`config.mk`:
```
export PLATFORM = sky130hd
export DESIGN_NAME = efpu_mul
export DESIGN_NICKNAME = d
export VERILOG_FILES = /design/src/efpu_pkg.sv /design/src/efpu_mul.sv
export SDC_FILE = /design/constraint.sdc
export NUM_CORES = 2
export LEC_CHECK = 0
export ABC_AREA = 1
export BUFFER_PORTS_ARGS = -buffer_cell sky130_fd_sc_hd__buf_4
export CAP_MARGIN = 20
export CORE_MARGIN = 8
export CORE_UTILIZATION = 40
export DETAILED_ROUTE_END_ITERATION = 8
export PLACE_DENSITY = 0.66
export SLEW_MARGIN = 15
export SYNTH_ARGS = -nofsm -noshare
export SYNTH_HDL_FRONTEND = slang
export SYNTH_SLANG_ARGS = --single-unit
```
`constraint.sdc`:
```
create_clock -name clk -period 7.2 [get_ports clk]
set_clock_uncertainty 0.05 [all_clocks]
set_input_delay 0.72 -clock clk [delete_from_list [all_inputs] [get_ports clk]]
set_output_delay 0.72 -clock clk [all_outputs]
set_load 0.02 [all_outputs]
```
`src/efpu_pkg.sv`:
```
// Shared types, constants and colour coefficients of the escape-time fractal pixel unit.
package efpu_pkg;

	localparam int COORD_BITS_DEF = 12;
	localparam int COUNT_BITS_DEF = 16;
	localparam int FRAC = 28;
	localparam int OP_W = 36;
	localparam int PROD_W = 2 * OP_W;
	localparam int NUM_W = 50;
	localparam int DEN_W = 48;
	localparam int QUO_W = 10;

	localparam logic [2:0] REG_ORIGIN_RE = 3'd0;
	localparam logic [2:0] REG_ORIGIN_IM = 3'd1;
	localparam logic [2:0] REG_STEP_RE = 3'd2;
	localparam logic [2:0] REG_STEP_IM = 3'd3;
	localparam logic [2:0] REG_MAX_ITER = 3'd4;
	localparam logic [2:0] REG_RADIUS_SQ = 3'd5;

	localparam logic signed [OP_W-1:0] DEN_SCALE = 36'sd1000000;

	typedef struct packed {
		logic [11:0] pixel_col;
		logic [11:0] pixel_row;
	} pixel_t;

	typedef struct packed {
		logic [7:0] red;
		logic [7:0] green;
		logic [7:0] blue;
		logic [15:0] escape_count;
	} result_t;

	function automatic logic signed [OP_W-1:0] coef_a(input logic [1:0] ch);
		logic signed [OP_W-1:0] v;
		case (ch)
			2'd0: v = 36'sd214242075;
			2'd1: v = 36'sd57253875;
			default: v = -36'sd491634900;
		endcase
		return v;
	endfunction

	function automatic logic signed [OP_W-1:0] coef_b(input logic [1:0] ch);
		logic signed [OP_W-1:0] v;
		case (ch)
			2'd0: v = -36'sd326484150;
			2'd1: v = -36'sd12507750;
			default: v = 36'sd1085269800;
		endcase
		return v;
	endfunction

endpackage

```
`src/efpu_mul.sv`:
```
// Shared signed multiplier with a registered product.
module efpu_mul import efpu_pkg::*; (
	input  logic                     clk,
	input  logic signed [OP_W-1:0]   a,
	input  logic signed [OP_W-1:0]   b,
	output logic signed [PROD_W-1:0] p_q
);

	always_ff @(posedge clk) begin
		p_q <= a * b;
	end

endmodule

```
== After elaboration in Yosys (flattened, before gate mapping) ==
Index checks and enable logic that the tools add are counted.

* Register bits: 72
* Bits in latches: 0
* Memory bits (writable): 0
* Memory bits (read-only): 0
* Input port bits: 73
* Output and inout bits: 72
* Logic and storage cells: 2
* Memories: 0

* $add $sub $neg: 0
* Multiply operators: 1
* Div/mod/pow operators: 0
* $lt $le $gt $ge: 0
* Equality and inequality tests: 0
* Shift operators: 0
* Mux-type cells: 0
* Bitwise operators: 0
* Reduce and logical (&&, ||, !) cells: 0

{| class="wikitable"
|+ Operators with widths
! operator !! count
|-
| $mul A36 B36 Y72 || 1
|}

== Longest topological paths before layout ==
* Depth in word-level cells: 1
* Depth in mapped cells: 34
* Mapped depth without buffers: 32

== Worst setup path after synthesis ==
OpenSTA, ideal clock, no wires.

* Path kind: input to register
* Start point: input a[35]
* End point: register p_q[68]
* Setup time: 0.112 ns
* Arrival: 7.597 ns
* Required time: 7.038 ns
* Path slack: -0.559 ns
* Cell stages on the path: 24
* Buffers on the path: 2
* Path through: clkbuf_1 > clkbuf_1 > nand2_1 > inv_1 > fa_1 > fa_1 > fa_1 > fa_1 > inv_1 > fa_1 > fa_1 > inv_1 > fa_1 > fa_1 > ha_1 > a21oi_1 > nor2_1 > or2_2 > a21oi_1 > nand2_1 > a21oi_1 > nand2_1 > nand2_1 > nand2_1

* Cells in the longest elaborated chain, start to end: 1

{| class="wikitable"
|+ Ends and longest elaborated chain
! what !! line !! text
|-
| from (decl) || efpu_mul.sv:4 || <nowiki>input logic signed [OP_W-1:0] a,</nowiki>
|-
| $mul A36 B36 Y72 || efpu_mul.sv:10 || <nowiki>p_q <= a * b;</nowiki>
|-
| to (signal assigned) || efpu_mul.sv:10 ||
|-
| to (decl) || efpu_mul.sv:6 || <nowiki>output logic signed [PROD_W-1:0] p_q</nowiki>
|}

Every way passes these cells.

== Final worst setup path ==
* Start point: input b[0]
* End point: register p_q[68]

* Cells in the longest elaborated chain, start to end: 1

{| class="wikitable"
|+ Ends and longest elaborated chain
! what !! line !! text
|-
| from (decl) || efpu_mul.sv:5 || <nowiki>input logic signed [OP_W-1:0] b,</nowiki>
|-
| $mul A36 B36 Y72 || efpu_mul.sv:10 ||
|}

Every way passes these cells.

==> out/metrics.csv <==
stage;metric;value;unit
clock_network;clock-root-buffer;clkbuf_16;
route;final_antenna_net_count;0;
sta;period_needed;7080;ps
sta;hold_viol;0;
route;drc;0;
synthesis;synth-async-reset-ratio;0;
sta;setup_viol;0;
grt;grt_max_degree;36;
grt;grt_pass1_vias;43536;
floorplan;die_w;368.9;um
sta;rsz0062_at_grt;yes;
final_layout;nets;8313;
synthesis;synth-main-ff-cell;dfxtp_1;
setup_path;required;7420;ps
setup_path;worstSetupPathType;in2reg;
grt;grt_pass1_wl;240300;um
worst_hold_path;holdPathStages;3;
floorplan;top_level_ports;145;
grt;grtUsageMet3;0.02979;
placed_design;port_buffers;144;
floorplan;die_h;368.9;um
worst_hold_path;min_to;p_q[0];
synthesis;synth-edff-count;0;
grt;grt_busiest_layer;met2;
clock_network;clk_path_buf_depth;2;
synthesis;postSynthAreaPerCell;7.989;um^2
setup_path;start_kind;input port;
sta;finalCritPeriodShare;0.9833;
clock_network;clkTransAtPathRegs;90;ps
synthesis;yosysWarnings;0;
clock_network;htree_levels;3;
route;dr.pass1.iters;5;
clock_network;cts_made_buffers;9;
worst_hold_path;hp-class;in2reg;
placed_design;place_area;56290;um^2
grt;use_met1;0.2980;
setup_path;cpPeakStageDelay;680;ps
placed_design;dpl.hpwl;133700;um
final_layout;mostFrequentLayoutCells;2033 x inv_1, 1624 x nand2_1, 1351 x fa_1;
status;status;finished, final reports clean;
flow_run;drv_cap;0;
worst_hold_path;min_from;b[0];
clock_network;postCtsHoldBufs;0;
sta;tightest_slew;524.1;ps
final_layout;largest_register_ffs;72;
setup_path;cp.arrival;7300;ps
synthesis;ys_seq_area_frac;0.02893;
grt;grt_overflow;0;
sta;slew_headroom;0.6469;
final_layout;area_growth_syn_to_layout;16.27;%
final_layout;multi_input_area;40610;um^2
setup_path;cp_max_fo;16;
grt;antenna_found_initial;5;
final_layout;n_fill_cell;12017;
final_layout;seq_area;1441;um^2
floorplan;rows;129;
route;via_per_inst;4.776;
clock_network;clkSinkCount;72;
route;drt_iter0_drc;2826;
synthesis;ys_ff_latch;72;
grt;use_met2;0.3824;
final_layout;regMostFlops;p_q;
setup_path;cp-end-kind;flop;
synthesis;synth_cells;6236;
sta;slew_viol_final;0;
grt;grt.total_usage;0.2234;
setup_path;path_buf_inv;7;
route;postRouteWirelength;148900;um
route;routedWlPerCell;17.96;um
floorplan;start_util;0.4029;
setup_path;crit_chain;buf_4 -> buf_12 -> nand2_2 -> inv_2 -> fa_2 -> fa_2 -> fa_2 -> fa_2 -> buf_12 -> fa_1 -> inv_1 -> fa_1 -> inv_1 -> fa_1 -> fa_1 -> ha_2 -> nand2_1 -> buf_4 -> nor2_1 -> nand2_2 -> nor4_1 -> nand2_1 -> nand3_1 -> nand2_1;
placed_design;routabilityCongestion;0.9659;
final_layout;layout_commonest_cell;inv_1;
floorplan;die_area;136100;um^2
setup_path;cp_slowest_cell;fa_2;
clock_network;cts_tree;built;
floorplan;core-area;123600;um^2
final_layout;reg_top3;p_q (72);
setup_path;path_delay_family;adder cells;
sta;max_freq;0.1412;GHz
route;vias;39579;
synthesis;synth_nets;7907;
final_layout;design_area;57920;um^2
final_layout;drive_gt1_frac;0.1482;
synthesis;syn_area;49820;um^2
synthesis;ys_types;38;
## what timing repair did
item	in CTS	in global routing
endpoints found under the setup margin	13	48
buffers inserted	0	12
pin swaps	0	50
gates resized for setup	12	295
## area by class of cell
cell class	instances	area share
antenna	3	0.0001296
clock buffer	11	0.004191
clock inverter	5	0.001490
inverter	2061	0.1336
multi-input combinational	3816	0.7012
sequential	72	0.02488
tap	1637	0.03536
timing repair buffer	682	0.09915
## logic make-up after synthesis
group                      share of synthesized area
AOI/OAI and AO/OA                            0.01826
xor gates and xnor gates                    0.008263
adders and majority gates                     0.6092
buffers and inverters                         0.1769
DFF                                          0.02893
and+or+nand+nor                               0.1585
## metal layers
metal	vias to the layer above	wire (um)
met5	-	0
met4	0	4573
met3	233	10250
met2	1331	73630
met1	20276	60390
li1	17739	-
## cells in the mapped netlist (7+ instances only)
library cell | n | share of area
nor2_1 | 187 | 0.014
or2_2 | 11 | 0.0014
fa_1 | 1379 | 0.55
dfxtp_1 | 72 | 0.029
ha_1 | 219 | 0.055
inv_2 | 8 | 0.00060
clkbuf_1 | 286 | 0.022
o21ai_1 | 7 | 0.00070
xnor2_1 | 7 | 0.0012
nand4_1 | 14 | 0.0018
xor2_1 | 40 | 0.0070
a21oi_1 | 85 | 0.0085
o21bai_1 | 18 | 0.0027
o21ai_0 | 37 | 0.0037
inv_1 | 2051 | 0.15
nand2_1 | 1657 | 0.12
nor2_2 | 20 | 0.0025
nor3_1 | 8 | 0.00080
nand3_1 | 74 | 0.0074
nand2_2 | 19 | 0.0024
## stage by stage
stage | util | worst slack (ps) | TNS (ps) | hold WS, ps | instances
global route | 0.4685 | -72.23 | -432.0 | 547.4 | 8287
detailed placement | 0.4553 | -504.4 | -14250 | 923.3 | 8257
floorplan | - | 0.6763 | 0 | 985.4 | 6236
global placement | 0.4553 | -488.2 | -13500 | 918.0 | 8257
CTS | 0.4584 | 0.5498 | 0 | 525.0 | 8273
finish | 0.4685 | 120.3 | 0 | 531.0 | 8287
## worst max path at each step
stage / slack, ps / to / depth (start not counted) / startpoint
5_1_grt: -70 / p_q[71] / 31 / b[21]
4_1_cts: 0.5 / p_q[68] / 25 / b[13]
2_1_floorplan: 0.7 / p_q[70] / 24 / b[23]
6_report: 120 / p_q[68] / 24 / b[0]
3_5_place_dp: -500 / p_q[71] / 26 / b[15]
3_3_place_gp: -490 / p_q[47] / 23 / b[3]
Power is left out: the tool's default activity adds up to more than one toggle a clock period on the data nets, which glitch-free logic cannot reach.
