[config.mk]
export PLATFORM = sky130hd
export DESIGN_NAME = efpu_div
export DESIGN_NICKNAME = d
export VERILOG_FILES = /design/src/efpu_pkg.sv /design/src/efpu_div.sv
export SDC_FILE = /design/constraint.sdc
export NUM_CORES = 1
export LEC_CHECK = 0
export BUFFER_PORTS_ARGS = -buffer_cell sky130_fd_sc_hd__buf_2
export CAP_MARGIN = 20
export CORE_ASPECT_RATIO = 0.75
export CORE_UTILIZATION = 30
export CTS_CLUSTER_SIZE = 24
export DETAILED_ROUTE_END_ITERATION = 8
export PLACE_DENSITY_LB_ADDON = 0.12
export SYNTH_ARGS = -nofsm -noshare
export SYNTH_HDL_FRONTEND = slang
export SYNTH_SLANG_ARGS = --single-unit
[constraint.sdc]
create_clock -name clk -period 5.3 [get_ports clk]
set_input_delay 1.06 -clock clk [delete_from_list [all_inputs] [get_ports clk]]
set_output_delay 1.06 -clock clk [all_outputs]
set_load 0.005 [all_outputs]
[src/efpu_pkg.sv]
// Shared types, constants and colour coefficients of the escape-time fractal pixel unit.
package efpu_pkg;

	localparam int COORD_BITS_DEF = 12;
	localparam int COUNT_BITS_DEF = 16;
	localparam int FRAC = 28;
	localparam int OP_W = 36;
	localparam int PROD_W = 2 * OP_W;
	localparam int NUM_W = 50;
	localparam int DEN_W = 48;
	localparam int QUO_W = 10;

	localparam logic [2:0] REG_ORIGIN_RE = 3'd0;
	localparam logic [2:0] REG_ORIGIN_IM = 3'd1;
	localparam logic [2:0] REG_STEP_RE = 3'd2;
	localparam logic [2:0] REG_STEP_IM = 3'd3;
	localparam logic [2:0] REG_MAX_ITER = 3'd4;
	localparam logic [2:0] REG_RADIUS_SQ = 3'd5;

	localparam logic signed [OP_W-1:0] DEN_SCALE = 36'sd1000000;

	typedef struct packed {
		logic [11:0] pixel_col;
		logic [11:0] pixel_row;
	} pixel_t;

	typedef struct packed {
		logic [7:0] red;
		logic [7:0] green;
		logic [7:0] blue;
		logic [15:0] escape_count;
	} result_t;

	function automatic logic signed [OP_W-1:0] coef_a(input logic [1:0] ch);
		logic signed [OP_W-1:0] v;
		case (ch)
			2'd0: v = 36'sd214242075;
			2'd1: v = 36'sd57253875;
			default: v = -36'sd491634900;
		endcase
		return v;
	endfunction

	function automatic logic signed [OP_W-1:0] coef_b(input logic [1:0] ch);
		logic signed [OP_W-1:0] v;
		case (ch)
			2'd0: v = -36'sd326484150;
			2'd1: v = -36'sd12507750;
			default: v = 36'sd1085269800;
		endcase
		return v;
	endfunction

endpackage

[src/efpu_div.sv]
// Iterative restoring divider for one colour channel, saturated to 0..255.
module efpu_div import efpu_pkg::*; (
	input  logic                    clk,
	input  logic                    arst_n,
	input  logic                    start,
	input  logic signed [NUM_W-1:0] num,
	input  logic [DEN_W-1:0]        den,
	output logic                    done_q,
	output logic [7:0]              value
);

	localparam int REM_W = DEN_W + QUO_W;

	logic [REM_W-1:0] rem_q;
	logic [REM_W-1:0] dsh_q;
	logic [QUO_W-1:0] quo_q;
	logic [3:0]       cnt_q;
	logic             run_q;
	logic             fits;

	assign fits = rem_q >= dsh_q;
	assign value = (quo_q > QUO_W'(255)) ? 8'd255 : quo_q[7:0];

	always_ff @(posedge clk or negedge arst_n) begin
		if (!arst_n) begin
			run_q <= 1'b0;
			done_q <= 1'b0;
			cnt_q <= '0;
		end else begin
			done_q <= 1'b0;
			if (start) begin
				run_q <= 1'b1;
				cnt_q <= 4'(QUO_W);
			end else if (run_q) begin
				cnt_q <= cnt_q - 4'd1;
				if (cnt_q == 4'd1) begin
					run_q <= 1'b0;
					done_q <= 1'b1;
				end
			end
		end
	end

	always_ff @(posedge clk) begin
		if (start) begin
			rem_q <= num[NUM_W-1] ? '0 : REM_W'(unsigned'(num));
			dsh_q <= REM_W'(den) << (QUO_W - 1);
			quo_q <= '0;
		end else if (run_q) begin
			if (fits) begin
				rem_q <= rem_q - dsh_q;
			end
			quo_q <= {quo_q[QUO_W-2:0], fits};
			dsh_q <= dsh_q >> 1;
		end
	end

endmodule

**Yosys cells after proc, flatten, opt, wreduce, memory -nomap -nowiden**

Cells that the tools add are included.
W data, S select, Z words.

- Logic and storage cells: 30
- Register bits: 131

- Order comparisons: 2
- Equality and inequality tests: 1
- Reduce and logical (&&, ||, !) cells: 3
- Add/subtract/negate cells: 2
- Mux-type cells: 15

Operators by type and width:

| operator | number |
|---|---|
| $mux W58 | 3 |
| $mux W57 | 2 |
| $ge A58 B57 Y1 | 1 |
| $sub A58 B57 Y58 | 1 |
| $mux W49 | 1 |
| $gt A10 B8 Y1 const B | 1 |
| $mux W4 | 2 |
| $mux W8 | 1 |
| $mux W1 | 6 |
| $eq A4 B1 Y1 const B | 1 |
| $reduce_bool A2 Y1 | 2 |
| $sub A4 B1 Y4 const B | 1 |
| $reduce_and A2 Y1 | 1 |

**Longest topological paths before layout**

- Depth after elaboration: 4
- Mapped depth: 12

**Worst setup path before layout**

Ideal clock, no wire load.

- Kind: register to register
- From: reg rem_q[27]
- To: reg rem_q[0], enable pin
- Slack: 1.500 ns
- Data required time: 4.883 ns
- Arrival: 3.383 ns
- Stages on the path, launching flop included: 11
- Period minus slack after synthesis: 3.800 ns
- Cells stage by stage: edfxtp_1 ha_1 buf_2 a21oi_1 o21ai_1 nand2b_1 a21oi_1 or4_1 o31ai_2 o211ai_1 nand2_1

- Cells in the longest elaborated chain, start to end: 3

Ends and longest elaborated chain:

| what | line | text |
|---|---|---|
| start, declared | efpu_div.sv:14 | `logic [REM_W-1:0] rem_q;` |
| start signal, assigned | efpu_div.sv:46 | `rem_q <= num[NUM_W-1] ? '0 : REM_W'(unsigned'(num));` |
| start signal, assigned | efpu_div.sv:51 | `rem_q <= rem_q - dsh_q;` |
| $ge A58 B57 Y1 | efpu_div.sv:21 | `assign fits = rem_q >= dsh_q;` |
| $reduce_bool A2 Y1 (no line) | -- |  |
| $reduce_and A2 Y1 (no line) | -- |  |

No other way between the ends.
A chain may end at the register's enable or synchronous reset.

**Worst setup path after layout**

- From: reg dsh_q[27]
- To: reg rem_q[15], enable pin

- Cells in the longest elaborated chain, start to end: 3

Ends and longest elaborated chain:

| what | line | text |
|---|---|---|
| start, declared | efpu_div.sv:15 | `logic [REM_W-1:0] dsh_q;` |
| start signal, assigned | efpu_div.sv:47 | `dsh_q <= REM_W'(den) << (QUO_W - 1);` |
| start signal, assigned | efpu_div.sv:54 | `dsh_q <= dsh_q >> 1;` |
| $ge A58 B57 Y1 | efpu_div.sv:21 |  |
| $reduce_bool A2 Y1 (no line) | -- |  |
| $reduce_and A2 Y1 (no line) | -- |  |

No other way between the ends.

==> impl.org <==
** Routing
- Once detail routing completed, the nets flagged for antenna violations numbered 0.
- Wire length after detailed routing :: 27.15 mm
- For this run, design rule violations remaining after detail routing come to 7.
- For this block, the initial DRC count from the detailed router was 479.
- Mean number of vias per cell :: 5.086
- The routed layout has 8,133 vias.
- Routed wire per std cell :: 16.98 um
- Before antenna repair, the detailed router went through 7 iterations.

** Layout
- Once layout is complete, the utilization of the core stands at 35.49%.
- The multi-input combinational cells in the finished layout cover a total of 5169 um^2.
- The post-route netlist has 14.00% of its cells at a drive strength greater than 1.
- Diodes inserted :: 0
- From synthesis to final layout, the design area changed by 14.64%.
- Seq. cell area :: 3715 um^2
- The finished cells cover 10,840 um^2.
- Counting the fill cells in the layout gives 3,284.
- Number of nets in the layout :: 1,348

** Setup path
- Biggest fanout along the worst timing path :: 26
- CP Launch Type :: flop
- Kind of end point of the critical path :: flop
- STA puts the critical path data required time at 5.42 ns.
- Start-to-end type of the worst setup path :: flop to flop
- For the worst setup path, the data arrival time is 3.90 ns.

** Timing
- The number of hold violations in the final report was 0.
- Headroom to the max-slew limit came out at 39.01%.
- Setup slack of the critical path after layout :: 1.524 ns
- Max-slew violations :: 0
- Slew at the pin closest to its max-slew limit :: 0.9149 ns
- Setup repair after global routing left no endpoint under its margin.
- Final min period :: 3.776 ns
- Setup violators final :: 0
- Of the available clock period, the critical path in the final layout requires 71.25%.
- In the final timing run, aggregate negative setup slack is 0 ns.
- For this run, the top clock speed supported by timing is 0.2648 GHz.
- Setup skew after layout :: 0.01001 ns

** Power and ir drop
- Share of power burned in the clock network :: 18.9%
- Maximum ir drop on the vdd rail :: 246.9 uV
- In this run the static leakage power is 4.753 nW.
- Power density over cell area :: 565.6 nW/um^2
- The design draws 0.006133 W.
- Of the total power, the share spent switching nets is 43.64%.
- The internal power of the cells totals 0.003456 W.
- In this run, flip-flops and latches consume 26.7% of the power.
- In this run, the combinational gates consume 54.5% of the power.
- Summed over all nets, the switching power comes to 0.002677 W.

** Die
- Floorplan row count :: 55
- Measured along the x axis, the die boundary spans 207.0 um.
- 110 I/O pins were placed.
- Die area :: 32,250 um^2
- Starting Density :: 30.95%
- Area of the core :: 30,550 um^2
- Measured along the y axis, the die boundary spans 155.8 um.

** Synth
- In this run the mean area of a mapped cell was 8.437 um^2.
- Most used standard cell by instance count after synthesis :: sky130_fd_sc_hd__nand2_1
- Fraction of the yosys area taken by sequential cells :: 39.26%
- Syn nets :: 1,282
- During synthesis, Yosys emitted a total of 0 warnings.
- Yosys attributes the largest share of cell area to sky130_fd_sc_hd__edfxtp_1 (34%), sky130_fd_sc_hd__ha_1 (7.8%), sky130_fd_sc_hd__nand2_1 (7.7%).
- In this run the cell area of the synthesized design comes to 9458 um^2.
- Post-synth top cells :: sky130_fd_sc_hd__nand2_1 (194), sky130_fd_sc_hd__o21ai_0 (124), sky130_fd_sc_hd__edfxtp_1 (106)
- Async set-or-reset flop fraction in the synthesized netlist :: 4.580%
- Counting every instance in the synthesized netlist gives 1,121.
- Number of enable-type register cells in the synthesized netlist :: 106
- Number of synthesized register bits :: 131
- The share of synthesized area in the top cell type comes to 33.66%.
- Number of different library cells in the post-synthesis netlist :: 70
- In the synthesized netlist the dominant register cell turns out to be sky130_fd_sc_hd__edfxtp_1.
- Of all cell types, the one taking the most synthesized area is sky130_fd_sc_hd__edfxtp_1.

** Placement
- Count of buffers from port buffering :: 109
- HPWL after DPL :: 19.93 mm
- Cell Area, Placed :: 10,290 um^2
- The congestion estimate from routability-driven global placement came to 0.8347.
- Before CTS, the worst setup slack after placement is 1.507 ns.

** Global route
- The total overflow left after global routing is 0.
- Entering global routing, the biggest net connects 106 pins.
- The first global-routing pass estimated 43.84 mm of wire.
- The number of antenna violations at the first check in global routing is 0.
- Global routing usage summed across all routing layers :: 17.39%
- The via count of the first global-routing pass came to 8,022.

** CTS
- Number of clock buffers inserted by TritonCTS :: 17
- The tree built by TritonCTS fans out to 131 sinks.
- No sink is reached through more buffers than the 2 on the longest clock path.
- Count of instances resized after the clock tree is built :: 0
- Post-CTS clock slew at the launch and capture registers of the worst setup and hold paths :: 0.06 ns
- The clock reaches the later pin of the worst-skew pair after 0.45 ns.
- TritonCTS built the clock tree.
- CTS placed an instance of sky130_fd_sc_hd__clkbuf_16 at the clock tree root.
- The H-tree was split into 4 levels.
- Post-CTS Hold Fix Bufs :: 0
- Setup fix buffers added after clock tree synthesis :: 0

** Outcome
- Result of the run :: complete, but fails checks
- Failing checks :: design-rule violations

** Flow run
- The tool flagged a number of max-cap violations equal to 0.

** Hold path
- Path class of the lowest-slack min-delay path :: input port to async pin
power groups by stage:
stage,clock network [W],logic (W),registers (W)
final,0.00116,0.00334,0.00163
after detailed placement,0,0.00330,0.00166
after CTS,0.00119,0.00333,0.00164
after global placement,0,0.00331,0.00165
after global routing,0.00122,0.00374,0.00167
after floorplan,0,0.00249,0.00163
path summary, 6_finish.rpt:
kind / endpoint / depth (start not counted) / slack [ns] / from
worst max-delay path: rem_q[15] / 11 / 1.52 / dsh_q[27]
worst min-delay path: run_q / 1 / 0.44 / arst_n
worst max register to register: rem_q[15] / 11 / 1.52 / dsh_q[27]
worst min register to register: dsh_q[0] / 2 / 0.51 / dsh_q[0]
max in group asynchronous: run_q / 1 / 4.70 / arst_n
min in group clk: dsh_q[0] / 2 / 0.51 / dsh_q[0]
kinds of logic after synthesis:
group	Yosys count	share of synthesized area [%]
compound gates	324	21.34
simple gates	386	18.38
mux	26	2.831
xor+xnor	43	3.982
buf+inv	151	6.191
fa+ha+maj	60	8.017
flops	131	39.26
registers in the layout, summed over array words and instances (netlist names):
name    flops
quo_q      10
done_q      1
cnt_q       4
run_q       1
dsh_q      57
rem_q      58
area by class of cell:
class	instances	area share, %
multi-input cells	839	47.67
flip-flops and latches	131	34.26
repair buffers	115	5.504
clock buffers	20	4.027
inverters	83	2.873
well taps	399	4.604
clock inverters	12	1.062
per-stage QoR:
step,cells,hold slack (ns)
after floorplan,1121,0.4647
after global placement,1567,0.4919
after detailed placement,1567,0.4974
after CTS,1599,0.4192
after global routing,1599,0.4326
final,1599,0.4369
per-layer routing:
metal / GRT usage [%] / vias up / wire length [um]
met1: 25.73 / 3807 / 14470
met5: 0 / - / 0
met4: 5.259 / 0 / 399
li1: - / 4128 / -
met3: 3.140 / 25 / 1095
met2: 25.43 / 173 / 11180
critical path, cell delays in order, from the launching register on:
cell and delay [ns]:
sky130_fd_sc_hd__edfxtp_1 0.35, sky130_fd_sc_hd__inv_1 0.05, sky130_fd_sc_hd__ha_1 0.43, sky130_fd_sc_hd__a21oi_1 0.12, sky130_fd_sc_hd__o21ai_1 0.17, sky130_fd_sc_hd__nand2b_1 0.16, sky130_fd_sc_hd__a21oi_1 0.15, sky130_fd_sc_hd__or4_1 0.57
sky130_fd_sc_hd__o31ai_2 0.30, sky130_fd_sc_hd__o211ai_1 0.15, sky130_fd_sc_hd__nand2_2 0.56, sky130_fd_sc_hd__buf_4 0.43
cells in the final DEF (no fill, tap or decap), types with 14 or more instances in the layout:
master / n
sky130_fd_sc_hd__inv_1: 83
sky130_fd_sc_hd__nand4_1: 31
sky130_fd_sc_hd__o21bai_1: 14
sky130_fd_sc_hd__a21oi_1: 81
sky130_fd_sc_hd__ha_1: 59
sky130_fd_sc_hd__edfxtp_1: 106
sky130_fd_sc_hd__a21o_1: 30
sky130_fd_sc_hd__nor2_1: 76
sky130_fd_sc_hd__dfxtp_1: 19
sky130_fd_sc_hd__nand3_1: 14
sky130_fd_sc_hd__mux2i_1: 20
sky130_fd_sc_hd__buf_2: 108
sky130_fd_sc_hd__xnor2_1: 28
sky130_fd_sc_hd__clkbuf_16: 17
sky130_fd_sc_hd__xor2_1: 15
sky130_fd_sc_hd__or3_1: 16
sky130_fd_sc_hd__o21ai_0: 124
sky130_fd_sc_hd__nand2_1: 193
(Power assumes the default switching activity.)
